File: src/hdl/ccfr_pkg.sv
package ccfr_pkg;

  localparam int unsigned BYTE_W      = 8;
  localparam int unsigned LEN_W       = 6;
  localparam int unsigned S_TDATA_W   = 8;
  localparam int unsigned M_TDATA_W   = 16;
  localparam int unsigned M_TUSER_W   = 1;
  localparam int unsigned CFG_IDX_W   = 3;
  localparam int unsigned CFG_DATA_W  = 8;
  localparam int unsigned STORE_DEPTH_DEF = 32;

  localparam logic [BYTE_W-1:0] PREAMBLE_RST = 8'd254;
  localparam logic [BYTE_W-1:0] END_RST      = 8'd253;
  localparam logic [BYTE_W-1:0] CTRL_ADR_RST = 8'd224;
  localparam logic [BYTE_W-1:0] RADIO_ADR_RST = 8'd86;
  localparam logic [BYTE_W-1:0] NACK_RST     = 8'd250;

  typedef enum logic [CFG_IDX_W-1:0] {
    REG_PREAMBLE   = 3'd0,
    REG_END        = 3'd1,
    REG_CTRL_ADDR  = 3'd2,
    REG_RADIO_ADDR = 3'd3,
    REG_NACK_CODE  = 3'd4
  } cfg_idx_e;

  // source of the next transmitted byte
  typedef enum logic [2:0] {
    SEL_PRE   = 3'd0,
    SEL_STORE = 3'd1,
    SEL_END   = 3'd2,
    SEL_CTRL  = 3'd3,
    SEL_RADIO = 3'd4,
    SEL_NACK  = 3'd5
  } sel_e;

  typedef struct packed {
    logic store_wr;   // write rx byte at count, count + 1
    logic count_clr;
    logic len_latch;  // stored length <= count, count <= 0
    logic len_clr;
    logic rd_rst;     // rewind store read pointer
    logic out_load;   // load output register
    sel_e out_sel;
    logic out_last;
    logic out_kind;
  } ctrl_cmd_t;

  typedef struct packed {
    logic             is_pre;
    logic             is_end;
    logic             count_full;
    logic             out_free;
    logic [LEN_W-1:0] length;
  } dp_sts_t;

endpackage

File: src/hdl/cat_command_frame_receiver.sv
// Reply: a frame-ending or rejected byte passes through the FETCH and LOAD states to the output
//   register, where its first reply byte shows; bytes that only advance the receiver produce nothing.
// Throughput: 1 received byte per cycle while receiving; each reply byte passes through FETCH and LOAD,
//   paced by the registered command store read and by output stalls; input is held off while replying.
// Reset: asynchronous, active low; clears the receiver state, counters and the output valid
//   and loads register defaults. The command store is not cleared.
module cat_command_frame_receiver #(
  parameter int unsigned STORE_DEPTH = ccfr_pkg::STORE_DEPTH_DEF
) (
  input  logic                              clk_i,
  input  logic                              rst_ni,
  // configuration write port
  input  logic                              cfg_we_i,
  input  logic [ccfr_pkg::CFG_IDX_W-1:0]    cfg_idx_i,
  input  logic [ccfr_pkg::CFG_DATA_W-1:0]   cfg_wdata_i,
  // received bytes
  input  logic                              s_axis_tvalid_i,
  output logic                              s_axis_tready_o,
  input  logic [ccfr_pkg::S_TDATA_W-1:0]    s_axis_tdata_i,  // [7:0] rx_byte
  // emitted frames
  output logic                              m_axis_tvalid_o,
  input  logic                              m_axis_tready_i,
  output logic [ccfr_pkg::M_TDATA_W-1:0]    m_axis_tdata_o,  // [7:0] tx_byte,
                                                             // [13:8] command_length
  output logic                              m_axis_tlast_o,  // frame_last
  output logic [ccfr_pkg::M_TUSER_W-1:0]    m_axis_tuser_o   // [0] frame_kind (1 = NACK)
);
  import ccfr_pkg::*;

  ctrl_cmd_t         cmd;
  dp_sts_t           sts;
  logic [BYTE_W-1:0] tx_byte;
  logic              frame_kind;
  logic [LEN_W-1:0]  command_length;

  // Controller: receive phases (wait, second preamble, collecting) and reply sequencing.
  ccfr_ctrl #(
    .STORE_DEPTH(STORE_DEPTH)
  ) u_ctrl (
    .clk_i      (clk_i),
    .rst_ni     (rst_ni),
    .in_valid_i (s_axis_tvalid_i),
    .in_ready_o (s_axis_tready_o),
    .sts_i      (sts),
    .cmd_o      (cmd)
  );

  // Datapath: config registers, command store, counters and output register.
  ccfr_dp #(
    .STORE_DEPTH(STORE_DEPTH)
  ) u_dp (
    .clk_i            (clk_i),
    .rst_ni           (rst_ni),
    .cfg_idx_i        (cfg_idx_i),
    .cfg_we_i         (cfg_we_i),
    .cfg_wdata_i      (cfg_wdata_i),
    .rx_byte_i        (s_axis_tdata_i[BYTE_W-1:0]),
    .cmd_i            (cmd),
    .sts_o            (sts),
    .out_valid_o      (m_axis_tvalid_o),
    .out_ready_i      (m_axis_tready_i),
    .tx_byte_o        (tx_byte),
    .frame_last_o     (m_axis_tlast_o),
    .frame_kind_o     (frame_kind),
    .command_length_o (command_length)
  );

  assign m_axis_tdata_o = {(M_TDATA_W - LEN_W - BYTE_W)'(0), command_length, tx_byte};
  assign m_axis_tuser_o = frame_kind;

  // NACK frames always carry a zero length
  a_nack_len_zero : assert property (@(posedge clk_i) disable iff (!rst_ni)
    (m_axis_tvalid_o && m_axis_tuser_o[0]) |-> (command_length == '0))
    else $error("NACK transaction with nonzero command_length");

  // stored length never exceeds the store depth
  a_len_bound : assert property (@(posedge clk_i) disable iff (!rst_ni)
    (sts.length <= LEN_W'(STORE_DEPTH)))
    else $error("stored length beyond store depth");

  // no input transaction while a reply byte is being loaded
  a_no_rx_in_reply : assert property (@(posedge clk_i) disable iff (!rst_ni)
    cmd.out_load |-> !(s_axis_tvalid_i && s_axis_tready_o))
    else $error("input accepted during reply");

endmodule

File: src/hdl/ccfr_ctrl.sv
module ccfr_ctrl #(
  parameter int unsigned STORE_DEPTH = 32
) (
  input  logic                 clk_i,
  input  logic                 rst_ni,
  input  logic                 in_valid_i,
  output logic                 in_ready_o,
  input  ccfr_pkg::dp_sts_t    sts_i,
  output ccfr_pkg::ctrl_cmd_t  cmd_o
);
  import ccfr_pkg::*;

  localparam int unsigned PW = $clog2(STORE_DEPTH + 3);
  localparam logic [PW-1:0] POS_PRE2  = PW'(2);
  localparam logic [PW-1:0] POS_CTRL  = PW'(2);
  localparam logic [PW-1:0] POS_RADIO = PW'(3);
  localparam logic [PW-1:0] POS_NACK  = PW'(4);

  typedef enum logic [4:0] {
    ST_WAIT  = 5'b00001,
    ST_INIT  = 5'b00010,
    ST_RECV  = 5'b00100,
    ST_FETCH = 5'b01000,
    ST_LOAD  = 5'b10000
  } state_e;

  state_e        state_q, state_d;
  logic [PW-1:0] pos_q, pos_d;
  logic          kind_q, kind_d;
  logic          in_acc;
  logic [PW-1:0] echo_end;

  assign in_ready_o = (state_q == ST_WAIT) || (state_q == ST_INIT) || (state_q == ST_RECV);
  assign in_acc     = in_valid_i && in_ready_o;
  assign echo_end   = PW'(sts_i.length) + POS_PRE2;

  always_comb begin
    state_d = state_q;
    pos_d   = pos_q;
    kind_d  = kind_q;
    cmd_o   = '0;
    cmd_o.out_sel  = SEL_PRE;
    cmd_o.out_kind = kind_q;

    // byte selection for the current frame position
    if (kind_q) begin
      case (pos_q)
        PW'(0), PW'(1): cmd_o.out_sel = SEL_PRE;
        POS_CTRL:       cmd_o.out_sel = SEL_CTRL;
        POS_RADIO:      cmd_o.out_sel = SEL_RADIO;
        POS_NACK:       cmd_o.out_sel = SEL_NACK;
        default: begin
          cmd_o.out_sel  = SEL_END;
          cmd_o.out_last = 1'b1;
        end
      endcase
    end else if (pos_q < POS_PRE2) begin
      cmd_o.out_sel = SEL_PRE;
    end else if (pos_q < echo_end) begin
      cmd_o.out_sel = SEL_STORE;
    end else begin
      cmd_o.out_sel  = SEL_END;
      cmd_o.out_last = 1'b1;
    end

    case (state_q)
      ST_WAIT: begin
        if (in_acc && sts_i.is_pre) state_d = ST_INIT;
      end
      ST_INIT: begin
        if (in_acc) begin
          if (sts_i.is_pre) begin
            state_d         = ST_RECV;
            cmd_o.count_clr = 1'b1;
          end else begin
            cmd_o.len_clr   = 1'b1;
            cmd_o.count_clr = 1'b1;
            kind_d  = 1'b1;
            pos_d   = '0;
            state_d = ST_FETCH;
          end
        end
      end
      ST_RECV: begin
        if (in_acc) begin
          if (sts_i.is_end) begin
            cmd_o.len_latch = 1'b1;
            cmd_o.rd_rst    = 1'b1;
            kind_d  = 1'b0;
            pos_d   = '0;
            state_d = ST_FETCH;
          end else if (!sts_i.count_full) begin
            cmd_o.store_wr = 1'b1;
          end else begin
            cmd_o.len_clr   = 1'b1;
            cmd_o.count_clr = 1'b1;
            kind_d  = 1'b1;
            pos_d   = '0;
            state_d = ST_FETCH;
          end
        end
      end
      ST_FETCH: begin
        state_d = ST_LOAD;
      end
      ST_LOAD: begin
        if (sts_i.out_free) begin
          cmd_o.out_load = 1'b1;
          pos_d   = pos_q + PW'(1);
          state_d = cmd_o.out_last ? ST_WAIT : ST_FETCH;
        end
      end
      default: state_d = ST_WAIT;
    endcase
  end

  always_ff @(posedge clk_i or negedge rst_ni) begin
    if (!rst_ni) begin
      state_q <= ST_WAIT;
      pos_q   <= '0;
      kind_q  <= 1'b0;
    end else begin
      state_q <= state_d;
      pos_q   <= pos_d;
      kind_q  <= kind_d;
    end
  end

endmodule

File: src/hdl/ccfr_dp.sv
module ccfr_dp #(
  parameter int unsigned STORE_DEPTH = 32
) (
  input  logic                                clk_i,
  input  logic                                rst_ni,
  input  logic [ccfr_pkg::CFG_IDX_W-1:0]      cfg_idx_i,
  input  logic                                cfg_we_i,
  input  logic [ccfr_pkg::CFG_DATA_W-1:0]     cfg_wdata_i,
  input  logic [ccfr_pkg::BYTE_W-1:0]         rx_byte_i,
  input  ccfr_pkg::ctrl_cmd_t                 cmd_i,
  output ccfr_pkg::dp_sts_t                   sts_o,
  output logic                                out_valid_o,
  input  logic                                out_ready_i,
  output logic [ccfr_pkg::BYTE_W-1:0]         tx_byte_o,
  output logic                                frame_last_o,
  output logic                                frame_kind_o,
  output logic [ccfr_pkg::LEN_W-1:0]          command_length_o
);
  import ccfr_pkg::*;

  localparam int unsigned AW = $clog2(STORE_DEPTH);
  localparam int unsigned CW = $clog2(STORE_DEPTH + 1);

  logic [BYTE_W-1:0] pre_q, end_q, ctrl_adr_q, radio_adr_q, nack_q;
  logic [CW-1:0]     count_q, len_q;
  logic [AW-1:0]     rd_ptr_q;
  logic [BYTE_W-1:0] rd_data_q;
  logic [BYTE_W-1:0] store_mem [STORE_DEPTH];

  logic              valid_q;
  logic [BYTE_W-1:0] byte_q;
  logic              last_q, kind_q;
  logic [LEN_W-1:0]  olen_q;
  logic [BYTE_W-1:0] byte_sel;

  // config registers
  always_ff @(posedge clk_i or negedge rst_ni) begin
    if (!rst_ni) begin
      pre_q       <= PREAMBLE_RST;
      end_q       <= END_RST;
      ctrl_adr_q  <= CTRL_ADR_RST;
      radio_adr_q <= RADIO_ADR_RST;
      nack_q      <= NACK_RST;
    end else if (cfg_we_i) begin
      case (cfg_idx_i)
        REG_PREAMBLE:   pre_q       <= cfg_wdata_i;
        REG_END:        end_q       <= cfg_wdata_i;
        REG_CTRL_ADDR:  ctrl_adr_q  <= cfg_wdata_i;
        REG_RADIO_ADDR: radio_adr_q <= cfg_wdata_i;
        REG_NACK_CODE:  nack_q      <= cfg_wdata_i;
        default: ;
      endcase
    end
  end

  // counters
  always_ff @(posedge clk_i or negedge rst_ni) begin
    if (!rst_ni) begin
      count_q  <= '0;
      len_q    <= '0;
      rd_ptr_q <= '0;
    end else begin
      if (cmd_i.store_wr) count_q <= count_q + CW'(1);
      if (cmd_i.count_clr) count_q <= '0;
      if (cmd_i.len_latch) begin
        len_q   <= count_q;
        count_q <= '0;
      end
      if (cmd_i.len_clr) len_q <= '0;
      if (cmd_i.rd_rst) begin
        rd_ptr_q <= '0;
      end else if (cmd_i.out_load && cmd_i.out_sel == SEL_STORE) begin
        rd_ptr_q <= rd_ptr_q + AW'(1);
      end
    end
  end

  // command store, one write and one registered read port
  always_ff @(posedge clk_i) begin
    if (cmd_i.store_wr) store_mem[count_q[AW-1:0]] <= rx_byte_i;
    rd_data_q <= store_mem[rd_ptr_q];
  end

  always_comb begin
    case (cmd_i.out_sel)
      SEL_PRE:   byte_sel = pre_q;
      SEL_STORE: byte_sel = rd_data_q;
      SEL_END:   byte_sel = end_q;
      SEL_CTRL:  byte_sel = ctrl_adr_q;
      SEL_RADIO: byte_sel = radio_adr_q;
      SEL_NACK:  byte_sel = nack_q;
      default:   byte_sel = end_q;
    endcase
  end

  // output register
  always_ff @(posedge clk_i or negedge rst_ni) begin
    if (!rst_ni) begin
      valid_q <= 1'b0;
    end else if (cmd_i.out_load) begin
      valid_q <= 1'b1;
    end else if (out_ready_i) begin
      valid_q <= 1'b0;
    end
  end

  always_ff @(posedge clk_i) begin
    if (cmd_i.out_load) begin
      byte_q <= byte_sel;
      last_q <= cmd_i.out_last;
      kind_q <= cmd_i.out_kind;
      olen_q <= LEN_W'(len_q);
    end
  end

  assign sts_o.is_pre     = (rx_byte_i == pre_q);
  assign sts_o.is_end     = (rx_byte_i == end_q);
  assign sts_o.count_full = (count_q == CW'(STORE_DEPTH));
  assign sts_o.out_free   = !valid_q || out_ready_i;
  assign sts_o.length     = LEN_W'(len_q);

  assign out_valid_o      = valid_q;
  assign tx_byte_o        = byte_q;
  assign frame_last_o     = last_q;
  assign frame_kind_o     = kind_q;
  assign command_length_o = olen_q;

endmodule

File: config.mk
export PLATFORM = sky130hd
export DESIGN_NAME = cat_command_frame_receiver
export DESIGN_NICKNAME = d
export VERILOG_FILES = /design/src/hdl/ccfr_pkg.sv /design/src/hdl/cat_command_frame_receiver.sv /design/src/hdl/ccfr_ctrl.sv /design/src/hdl/ccfr_dp.sv
export SDC_FILE = /design/constraint.sdc
export NUM_CORES = 1
export LEC_CHECK = 0
export BUFFER_PORTS_ARGS = -buffer_cell sky130_fd_sc_hd__buf_2
export CAP_MARGIN = 20
export CORE_MARGIN = 5
export CORE_UTILIZATION = 50
export DETAILED_ROUTE_END_ITERATION = 10
export PLACE_DENSITY = 0.66
export RECOVER_POWER = 50
export SLEW_MARGIN = 10
export SYNTH_ARGS = -nofsm -noshare
export SYNTH_HDL_FRONTEND = slang
export SYNTH_SLANG_ARGS = --single-unit
File: constraint.sdc
create_clock -name clk_i -period 3.13 [get_ports clk_i]
set_input_delay 0.626 -clock clk_i [delete_from_list [all_inputs] [get_ports clk_i]]
set_output_delay 0.626 -clock clk_i [all_outputs]
set_load 0.05 [all_outputs]
# Word level (Yosys, flattened, before mapping)
# Memories as Yosys holds them, arrays and structs flattened. A register that Yosys moved wholly into a read port is not among the register bits.
# Cells that the tools add are included.
[classes] add_sub_neg=4 order_cmp=2 n_eq_ne=26 mux=57 n_reduce_logical=26
[ops] op="two-way mux 6 bit" n=11
[ops] op="two-way mux 5 bit" n=9
[ops] op="one-hot mux 8 bit (5 select lines)" n=1
[ops] op="one-hot mux 5 bit (5 select lines)" n=1
[ops] op="two-way mux 1 bit" n=24
[ops] op="one-hot mux 6 bit (3 select lines)" n=1
[ops] op="== test 8 bit" n=2
[ops] op="adder 6 x 1 -> 6 bit (second input constant)" n=2
[ops] op="== test 6 x 2 -> 1 bit (second input constant)" n=2
[ops] op="two-way mux 4 bit" n=3
[ops] op="one-hot mux 3 bit (4 select lines)" n=1
[ops] op="AND reduction 2 bit" n=5
[ops] op="AND reduction 5 bit" n=2
[ops] op="== test 3 x 2 -> 1 bit (second input constant)" n=3
[ops] op="== test 3 bit (second input constant)" n=3
[ops] op="nonzero test 2 bit" n=4
[ops] op="adder 6 x 2 -> 6 bit (second input constant)" n=1
[ops] op="== test 3 x 1 -> 1 bit (second input constant)" n=2
[ops] op="== test 6 x 1 -> 1 bit (second input constant)" n=1
[ops] op="== test 6 x 3 -> 1 bit (second input constant)" n=1
[ops] op="== test 6 bit (second input constant)" n=1
[ops] op="logical NOT 3 bit" n=2
[ops] op="logical NOT 6 bit" n=1
[ops] op="< comparator 6 x 2 -> 1 bit (second input constant)" n=1
[ops] op="19 further kinds" n=31
[totals] register_bits=86 ramBits=256 output_inout_bits=20 wordCells=132 n_memories=1
[memory_table] name="u_dp.store_mem" depth=32 width=8 rd=1 rd_clocked_by_memory_dff=1 wr=1 line_no="ccfr_dp.sv:28" source="logic [BYTE_W-1:0] store_mem [STORE_DEPTH];"

# Depth between registers and ports, before layout
# Gate-level depths: netlist of the first run.
[logic_depth] ltp_word=9 ltp_mapped=11 mapped_depth_nobuf=10

# Hierarchy
# A second synthesis of the first run with hierarchy kept.
[hier_totals] cells_unflattened=889 area_unflattened_um2=14671.6
[by_module_without_submodules] mod="ccfr_dp" instances=1 cells_per_inst=747 area_each_um2=13501.7 seq_area_each_um2=9813.2
[by_module_without_submodules] mod="ccfr_ctrl" instances=1 cells_per_inst=139 area_each_um2=1151.1 seq_area_each_um2=301.5
[by_module_without_submodules] mod="cat_command_frame_receiver" instances=1 cells_per_inst=3 area_each_um2=18.8 seq_area_each_um2=0.0

# Worst setup path before layout of the first run
# OpenSTA, ideal clock, no wires.
[synth_timing] path_type="register -> register" start="register u_dp.len_q[1]" end="register u_dp.byte_q[6], in the netlist u_dp.tx_byte_o[6] (data pin)" setup_ps=262 t_arrival_ps=2373 required_ps=2868 path_slack_ps=495 path_stages_with_launch=12 path_buffers=1 period_less_slack_ps=2635 path_cell_list="dfrtp_1 > ha_1 > nand3_1 > xor2_1 > ha_1 > and3b_1 > nand3_1 > o21ai_0 > or2_1 > buf_6 > o221ai_1 > o32a_2"
[synth_via] elab_chain_cells=7 elab_cells_between_ends=11
[synth_rtl] item="start, declared" line_no="ccfr_dp.sv:25" source="logic [CW-1:0] count_q, len_q;"
[synth_rtl] item="start signal, assigned" line_no="ccfr_dp.sv:66" source="len_q <= count_q;"
[synth_rtl] item="adder 6 x 2 -> 6 bit (*)" line_no="ccfr_ctrl.sv:35" source="assign echo_end = PW'(sts_i.length) + POS_PRE2;"
[synth_rtl] item="< comparator 6 bit (*)" line_no="ccfr_ctrl.sv:59" source="end else if (pos_q < echo_end) begin"
[synth_rtl] item="two-way mux 2 bit (*)" line_no="ccfr_ctrl.sv:59"
[synth_rtl] item="two-way mux 2 bit (*)" line_no="ccfr_ctrl.sv:57" source="end else if (pos_q < POS_PRE2) begin"
[synth_rtl] item="two-way mux 4 bit (*)" line_no="ccfr_ctrl.sv:46" source="if (kind_q) begin"
[synth_rtl] item="== test 3 bit, or another cell as far along" line_no="ccfr_dp.sv:85" source="case (cmd_i.out_sel)"
[synth_rtl] item="one-hot mux 8 bit (5 select lines) (*)" line_no="ccfr_dp.sv:85"
[synth_rtl] item="via u_dp.byte_sel[6]" line_no="ccfr_dp.sv:34" source="logic [BYTE_W-1:0] byte_sel;"
[synth_rtl] item="end signal, assigned" line_no="ccfr_dp.sv:109" source="byte_q <= byte_sel;"
[synth_rtl] item="end, declared" line_no="ccfr_dp.sv:31" source="logic [BYTE_W-1:0] byte_q;"
# Mark *: on every way through the listed nets, which the timed path passes. The rest lies on a longest branch.
# A chain may end at the register's enable or synchronous reset.

# Worst setup path in the final report of the first run
[layout_timing] start="register u_dp.len_q[1]" end="register u_dp.rd_ptr_q[3]"
[layout_via] elab_chain_cells=8
[layout_rtl] item="adder 6 x 2 -> 6 bit" line_no="ccfr_ctrl.sv:35"
[layout_rtl] item="< comparator 6 bit" line_no="ccfr_ctrl.sv:59"
[layout_rtl] item="two-way mux 2 bit" line_no="ccfr_ctrl.sv:59"
[layout_rtl] item="two-way mux 2 bit" line_no="ccfr_ctrl.sv:57"
[layout_rtl] item="two-way mux 4 bit" line_no="ccfr_ctrl.sv:46"
[layout_rtl] item="== test 3 x 1 -> 1 bit" line_no="ccfr_dp.sv:72" source="end else if (cmd_i.out_load && cmd_i.out_sel == SEL_STORE) begin"
[layout_rtl] item="logical AND 1 bit" line_no="ccfr_dp.sv:72"
[layout_rtl] item="nonzero test 2 bit (no source line)"
[layout_rtl] item="end signal, assigned" line_no="ccfr_dp.sv:73" source="rd_ptr_q <= rd_ptr_q + AW'(1);"
[layout_rtl] item="end, declared" line_no="ccfr_dp.sv:26" source="logic [AW-1:0] rd_ptr_q;"
# Every way passes these cells.

==> flow_summary.toml, run 1 <==
[run_status]
status = "complete, but fails checks"
violations = "max-capacitance violations, max-slew violations"

[timing]
relSlewSlack = -0.326
finalCritPeriodShare = 0.906
fin_crit_ns = 2.84
worst_slack_ns = 0.294
worstMarginPinSlew_ns = 1.99
fin_setup_tns_ns = 0
fmaxAchievable_mhz = 353
rsz0062_at_grt = "no"
finalHoldViolCount = 0
fin_worst_skew_ns = 0.0294
setup_viol = 0
maxSlewViolCount = 135

[cts]
cts_setup_buffers = 0
cts-buffers-inserted = 37
clk_root_buffer_cell = "clkbuf_16"
cts-resized-gates = 0
htreeDepth = 2
cts_tree = "yes"
numClockSinks = 350
clockBufferDepth = 3
clk_pin_slew_worst_paths_ns = 0.06
clock_latency_ns = 0.52
hold_buffers = 0

[critical_path]
path_max_fanout = 5
cp.arrival_ns = 3.22
cp_top_family = "simple AND/OR/NAND/NOR gates"
cpPeakStageDelay_ns = 0.71
path_cells = "ha_1 > nand3_1 > xor2_1 > ha_1 > and3b_1 > nand3_1 > o21ai_0 > buf_4 > nor4_1 > a31o_2 > a21oi_1"
path_buf_inv = 1
startpoint = "u_dp.len_q[1]"
worstSetupPathType = "flop to flop"
endpoint_kind = "flop"
r2r-start = "u_dp.len_q[1]"
required_ns = 3.51
slowest_stage = "nor4_1"
start_kind = "flop"

[yosys]
synthCells = 845
async_flop_share = 0.200
yosysWarnings = 0
synth_area_per_cell_um2 = 17.4
seq_area_frac_synth = 0.688
synth-edff-count = 272
synth_seq_cells = 350
syn_area_um2 = 14700
synth_top_flop_cell = "edfxtp_1"
yosysUniqueCellTypes = 65

[placement]
port_buffers = 41
pre_cts_slack_ns = 0.385
dp.cells = 1292
hpwl_um = 21100
place_congestion = 0.835

[hold_path]
hold_class = "input pin to flop"
min-delay-start = "cfg_wdata_i[1]"

[cells_and_area]
diodes = 0
layout.nets = 986
drive_above_1_share = 0.319
mostFrequentLayoutCells = "edfxtp_1 (272), nor2_1 (80), mux4_2 (80)"
fin_util = 0.581
final_common_cell = "edfxtp_1"
area_delta_synth_final_pct = 14.1
finalNonFillerCells = 1357

[pwr]
p_leak_nw = 5.66
power_density_nw_per_um2 = 601
peakVddDrop_uv = 511
finalPower_mw = 10.1

[routing]
ant_nets = 0
vias = 7859
drc = 0
wl_um = 32300
viasPerCell = 5.79
first_iter_violations = 645
wl_per_cell_um = 23.8
first_pass_iters = 4

[floorplan]
die_h_um = 181
core_area_um2 = 28900
die-area_um2 = 32900
start_util = 0.509
ioPinCount = 44
rows = 62
die_w_um = 181

[global_route]
antenna_found_initial = 0
grt_pass1_wl_um = 49300
overflow = 0
grt_pass1_vias = 7903
track_usage = 0.196
grt_max_degree = 70

[flow_run]
drv_cap = 4
path summary, 6_finish.rpt:
check	slack, ns	depth (start not counted)	to
worst max-delay path	0.29	11	u_dp.rd_ptr_q[3]
worst min register to register	0.51	1	u_dp.radio_adr_q[7]
worst max register to register	0.29	11	u_dp.rd_ptr_q[3]
min in group asynchronous	0.66	1	u_ctrl.pos_q[4]
max in group asynchronous	0.62	2	u_dp.rd_ptr_q[0]
worst min-delay path	0.42	2	u_dp.ctrl_adr_q[1]
synthesized netlist by cell type (3+ instances only):
cell type,number,area (um2)
nand3_1,9,45.0
dfstp_2,28,736
clkbuf_1,15,56.3
dfxtp_1,8,160
ha_1,15,188
mux2i_1,15,150
nand3b_1,3,22.5
nor3_1,7,35.0
o221ai_1,8,70.1
o211ai_1,3,22.5
nand2b_1,5,31.3
o32a_1,7,70.1
dfrtp_1,42,1050
nand2_1,55,206
edfxtp_1,272,8170
xnor2_1,13,114
o22ai_1,3,18.8
inv_1,19,71.3
nor2_1,80,300
nor4_4,3,63.8
a21oi_1,10,50.1
a31oi_1,3,18.8
mux4_2,80,1800
nor4_1,3,18.8
mux2_2,40,450
buf_2,8,40.0
o21ai_0,14,70.1
o21a_1,3,22.5
buf_6,4,45.0
nand4_1,7,43.8
xor2_1,15,131
buf_4,4,30.0
cell families (layout without fill, tap and decap cells):
kind of cell | count (synthesis) | after routing | share of synthesized area
other | 1 | 2 | 0.000255
muxes | 135 | 135 | 0.163
xor gates and xnor gates | 28 | 28 | 0.0167
buffers and inverters | 56 | 183 | 0.0188
and+or+nand+nor | 195 | 195 | 0.0658
AOI/OAI and AO/OA | 65 | 65 | 0.0340
adders and majority gates | 15 | 15 | 0.0128
DFF | 350 | 350 | 0.688
final cells by class:
class	count	area (um2)
Clock buffer	42	986
Clock inverter	23	191
Fill cell	2202	12100
Inverter	21	78.8
Multi-Input combinational cell	440	4310
Sequential cell	350	10100
Tap cell	384	480
Timing Repair Buffer	97	609
sequential cells by signal, summed over array words and instances, names as in the netlist, 5 cells and up:
| register | flops |
|---|---|
| u_dp.store_mem | 256 |
| u_dp.nack_q | 8 |
| u_dp.rd_ptr_q | 5 |
| u_dp.end_q | 8 |
| u_ctrl.pos_q | 6 |
| u_ctrl.state_q | 5 |
| u_dp.radio_adr_q | 8 |
| u_dp.tx_byte_o | 8 |
| u_dp.pre_q | 8 |
| u_dp.command_length_o | 6 |
| u_dp.len_q | 6 |
| u_dp.count_q | 6 |
| u_dp.ctrl_adr_q | 8 |
| u_dp.rd_data_q | 8 |
routing by layer:
metal | vias up | wire length (um) | part of all wire | GRT usage
li1 | 3497 | - | - | -
met4 | 0 | 986 | 0.031 | 0.0549
met3 | 60 | 1800 | 0.056 | 0.0310
met1 | 4072 | 14500 | 0.45 | 0.291
met5 | - | 0 | 0 | 0
met2 | 230 | 15000 | 0.46 | 0.305
through the flow:
step | instance area [um2] | hold slack, ns
after CTS | 16800 | 0.226
after detailed placement | 15700 | 0.495
after global routing | 16800 | 0.404
final | 16800 | 0.421
after floorplan | 14700 | 0.330
after global placement | 15700 | 0.489
report_power, final:
part	internal [mW]	switching (mW)
logic	0.242	0.298
clock network	2.44	1.77
registers	5.20	0.122
Note: power is estimated with default switching activity, not from simulation.
==> run 2, diff against run 1 <==
==> constraint.sdc (replaced) <==
create_clock -name clk_i -period 2.9 [get_ports clk_i]
set_input_delay 0.58 -clock clk_i [delete_from_list [all_inputs] [get_ports clk_i]]
set_output_delay 0.58 -clock clk_i [all_outputs]
set_load 0.05 [all_outputs]
==> flow_summary.toml, run 2 (synthesized netlist as in run 1, its figures left out) <==
[run_status]
status = "complete, but fails checks"
violations = "max-capacitance violations, max-slew violations"

[critical_path]
crit_path_end = "u_dp.store_mem[5][2]"
endpoint_kind = "flop"
cp.arrival_ns = 2.95
cp_num_cells = 7
cpMostUsedCell = "buf_4"
startpoint = "u_ctrl.state_q[3]"
start_kind = "flop"
cp_top_family = "simple AND/OR/NAND/NOR gates"
reg2reg_to = "u_dp.store_mem[5][2]"
worstSetupPathType = "flop to flop"
path_max_fanout = 9
path_buf_inv = 2
r2r_slack_ns = 0.19
slowest_stage = "a211oi_2"
required_ns = 3.14
rr_worst_depth = 7
cpPeakStageDelay_ns = 0.45
path_cells = "nor2_2 > nand3_1 > a211oi_2 > buf_4 > nand2_1 > nor2_1 > buf_4"
r2r-start = "u_ctrl.state_q[3]"

[cells_and_area]
layout.nets = 1000
largest_reg_flops = 256
mostFrequentLayoutCells = "edfxtp_1 (272), mux4_2 (80), nor2_1 (79)"
final_common_cell = "edfxtp_1"
area_delta_synth_final_pct = 15.3
drive_above_1_share = 0.328
diodes = 0
finalNonFillerCells = 1372

[placement]
hpwl_um = 21800
dp.cells = 1306
place_congestion = 0.859
port_buffers = 41

[global_route]
track_usage = 0.200
grt_pass1_vias = 7916
antenna_found_initial = 0
overflow = 0
grt_pass1_wl_um = 50000
grt_max_degree = 42

[timing]
rsz0062_at_grt = "no"
worstMarginPinSlew_ns = 1.77
fin_crit_ns = 2.71
fmaxAchievable_mhz = 369
fin_worst_skew_ns = 0.0149
maxSlewViolCount = 128
setup_viol = 0
relSlewSlack = -0.182
finalHoldViolCount = 0
finalCritPeriodShare = 0.935
fin_setup_tns_ns = 0

[floorplan]
ioPinCount = 44
start_util = 0.509
die_w_um = 181
die-area_um2 = 32900
die_h_um = 181
rows = 62
core_area_um2 = 28900

[cts]
clock_latency_ns = 0.53
htreeDepth = 2
clockBufferDepth = 3
cts-buffers-inserted = 37
numClockSinks = 350
clk_pin_slew_worst_paths_ns = 0.06
cts_setup_buffers = 0
clk_root_buffer_cell = "clkbuf_16"
cts_tree = "yes"

[routing]
wl_um = 32800
first_pass_iters = 5
vias = 7935
ant_nets = 0
drc = 0
wl_per_cell_um = 23.9
first_iter_violations = 845
viasPerCell = 5.78

[flow_run]
drv_cap = 4

[hold_path]
hold_class = "input pin to flop"

[pwr]
peakVddDrop_uv = 647
power_density_nw_per_um2 = 647
p_leak_nw = 5.75
==> run 2: area by class of cell <==
class / count / area (um2)
fillers: 2215 / 11900
flip-flops and latches: 350 / 10100
multi-input cells: 440 / 4320
clock buffers: 44 / 1000
repair buffers: 111 / 749
well taps: 384 / 480
clock inverters: 22 / 186
inverters: 21 / 78.8
==> run 2: layer usage <==
metal / GRT usage / wire (um) / up-vias
met1: 0.311 / 15000 / 4101
met2: 0.293 / 15000 / 286
met5: 0 / 0 / -
li1: - / - / 3516
met4: 0.0507 / 483 / 0
met3: 0.0406 / 2390 / 32
==> run 2: metrics by stage <==
| stage | setup slack, ns | util | power, mW | cell area, um2 | hold WS, ns |
|---|---|---|---|---|---|
| after floorplan | 0.265 | - | 6.18 | 14700 | 0.284 |
| after global placement | 0.178 | 0.547 | 6.45 | 15800 | 0.488 |
| after detailed placement | 0.127 | 0.547 | 6.46 | 15800 | 0.491 |
| after CTS | 0.0975 | 0.588 | 11.0 | 17000 | 0.133 |
| after global routing | 0.0165 | 0.587 | 11.3 | 16900 | 0.381 |
| final | 0.189 | 0.587 | 11.0 | 16900 | 0.375 |
==> run 2: worst min path at each step <==
stage	to	cells past startpoint	startpoint	slack (ns)
floorplan	u_ctrl.kind_q	0	rst_ni	0.28
global placement	u_dp.radio_adr_q[5]	1	u_dp.radio_adr_q[5]	0.49
detailed placement	u_dp.command_length_o[5]	0	u_dp.len_q[5]	0.49
CTS	u_dp.len_q[5]	1	rst_ni	0.13
global route	u_dp.end_q[6]	2	cfg_wdata_i[6]	0.38
finish	u_dp.radio_adr_q[0]	2	cfg_wdata_i[0]	0.38
==> run 2: worst reg2reg max path, delay by kind of cell (launching register included) <==
| family | cells | cell delay [ns] |
|---|---|---|
| and+or+nand+nor | 4 | 1.13 |
| DFF | 1 | 0.43 |
| buffers and inverters | 2 | 0.44 |
| AOI/OAI and AO/OA | 1 | 0.45 |
==> run 2: timing repair <==
| action | 4_1_cts | 5_1_grt |
|---|---|---|
| endpoints found under the setup margin | 0 | 125 |
| hold endpoints to repair | 0 | 0 |
| hold buffers | 0 | 0 |
| resized for setup | 0 | 4 |
==> run 2: where the power goes <==
part	switching (mW)	leakage, nW	internal, mW
Clock	1.92	0.591	2.67
Combinational	0.330	1.82	0.273
Sequential	0.147	3.34	5.61
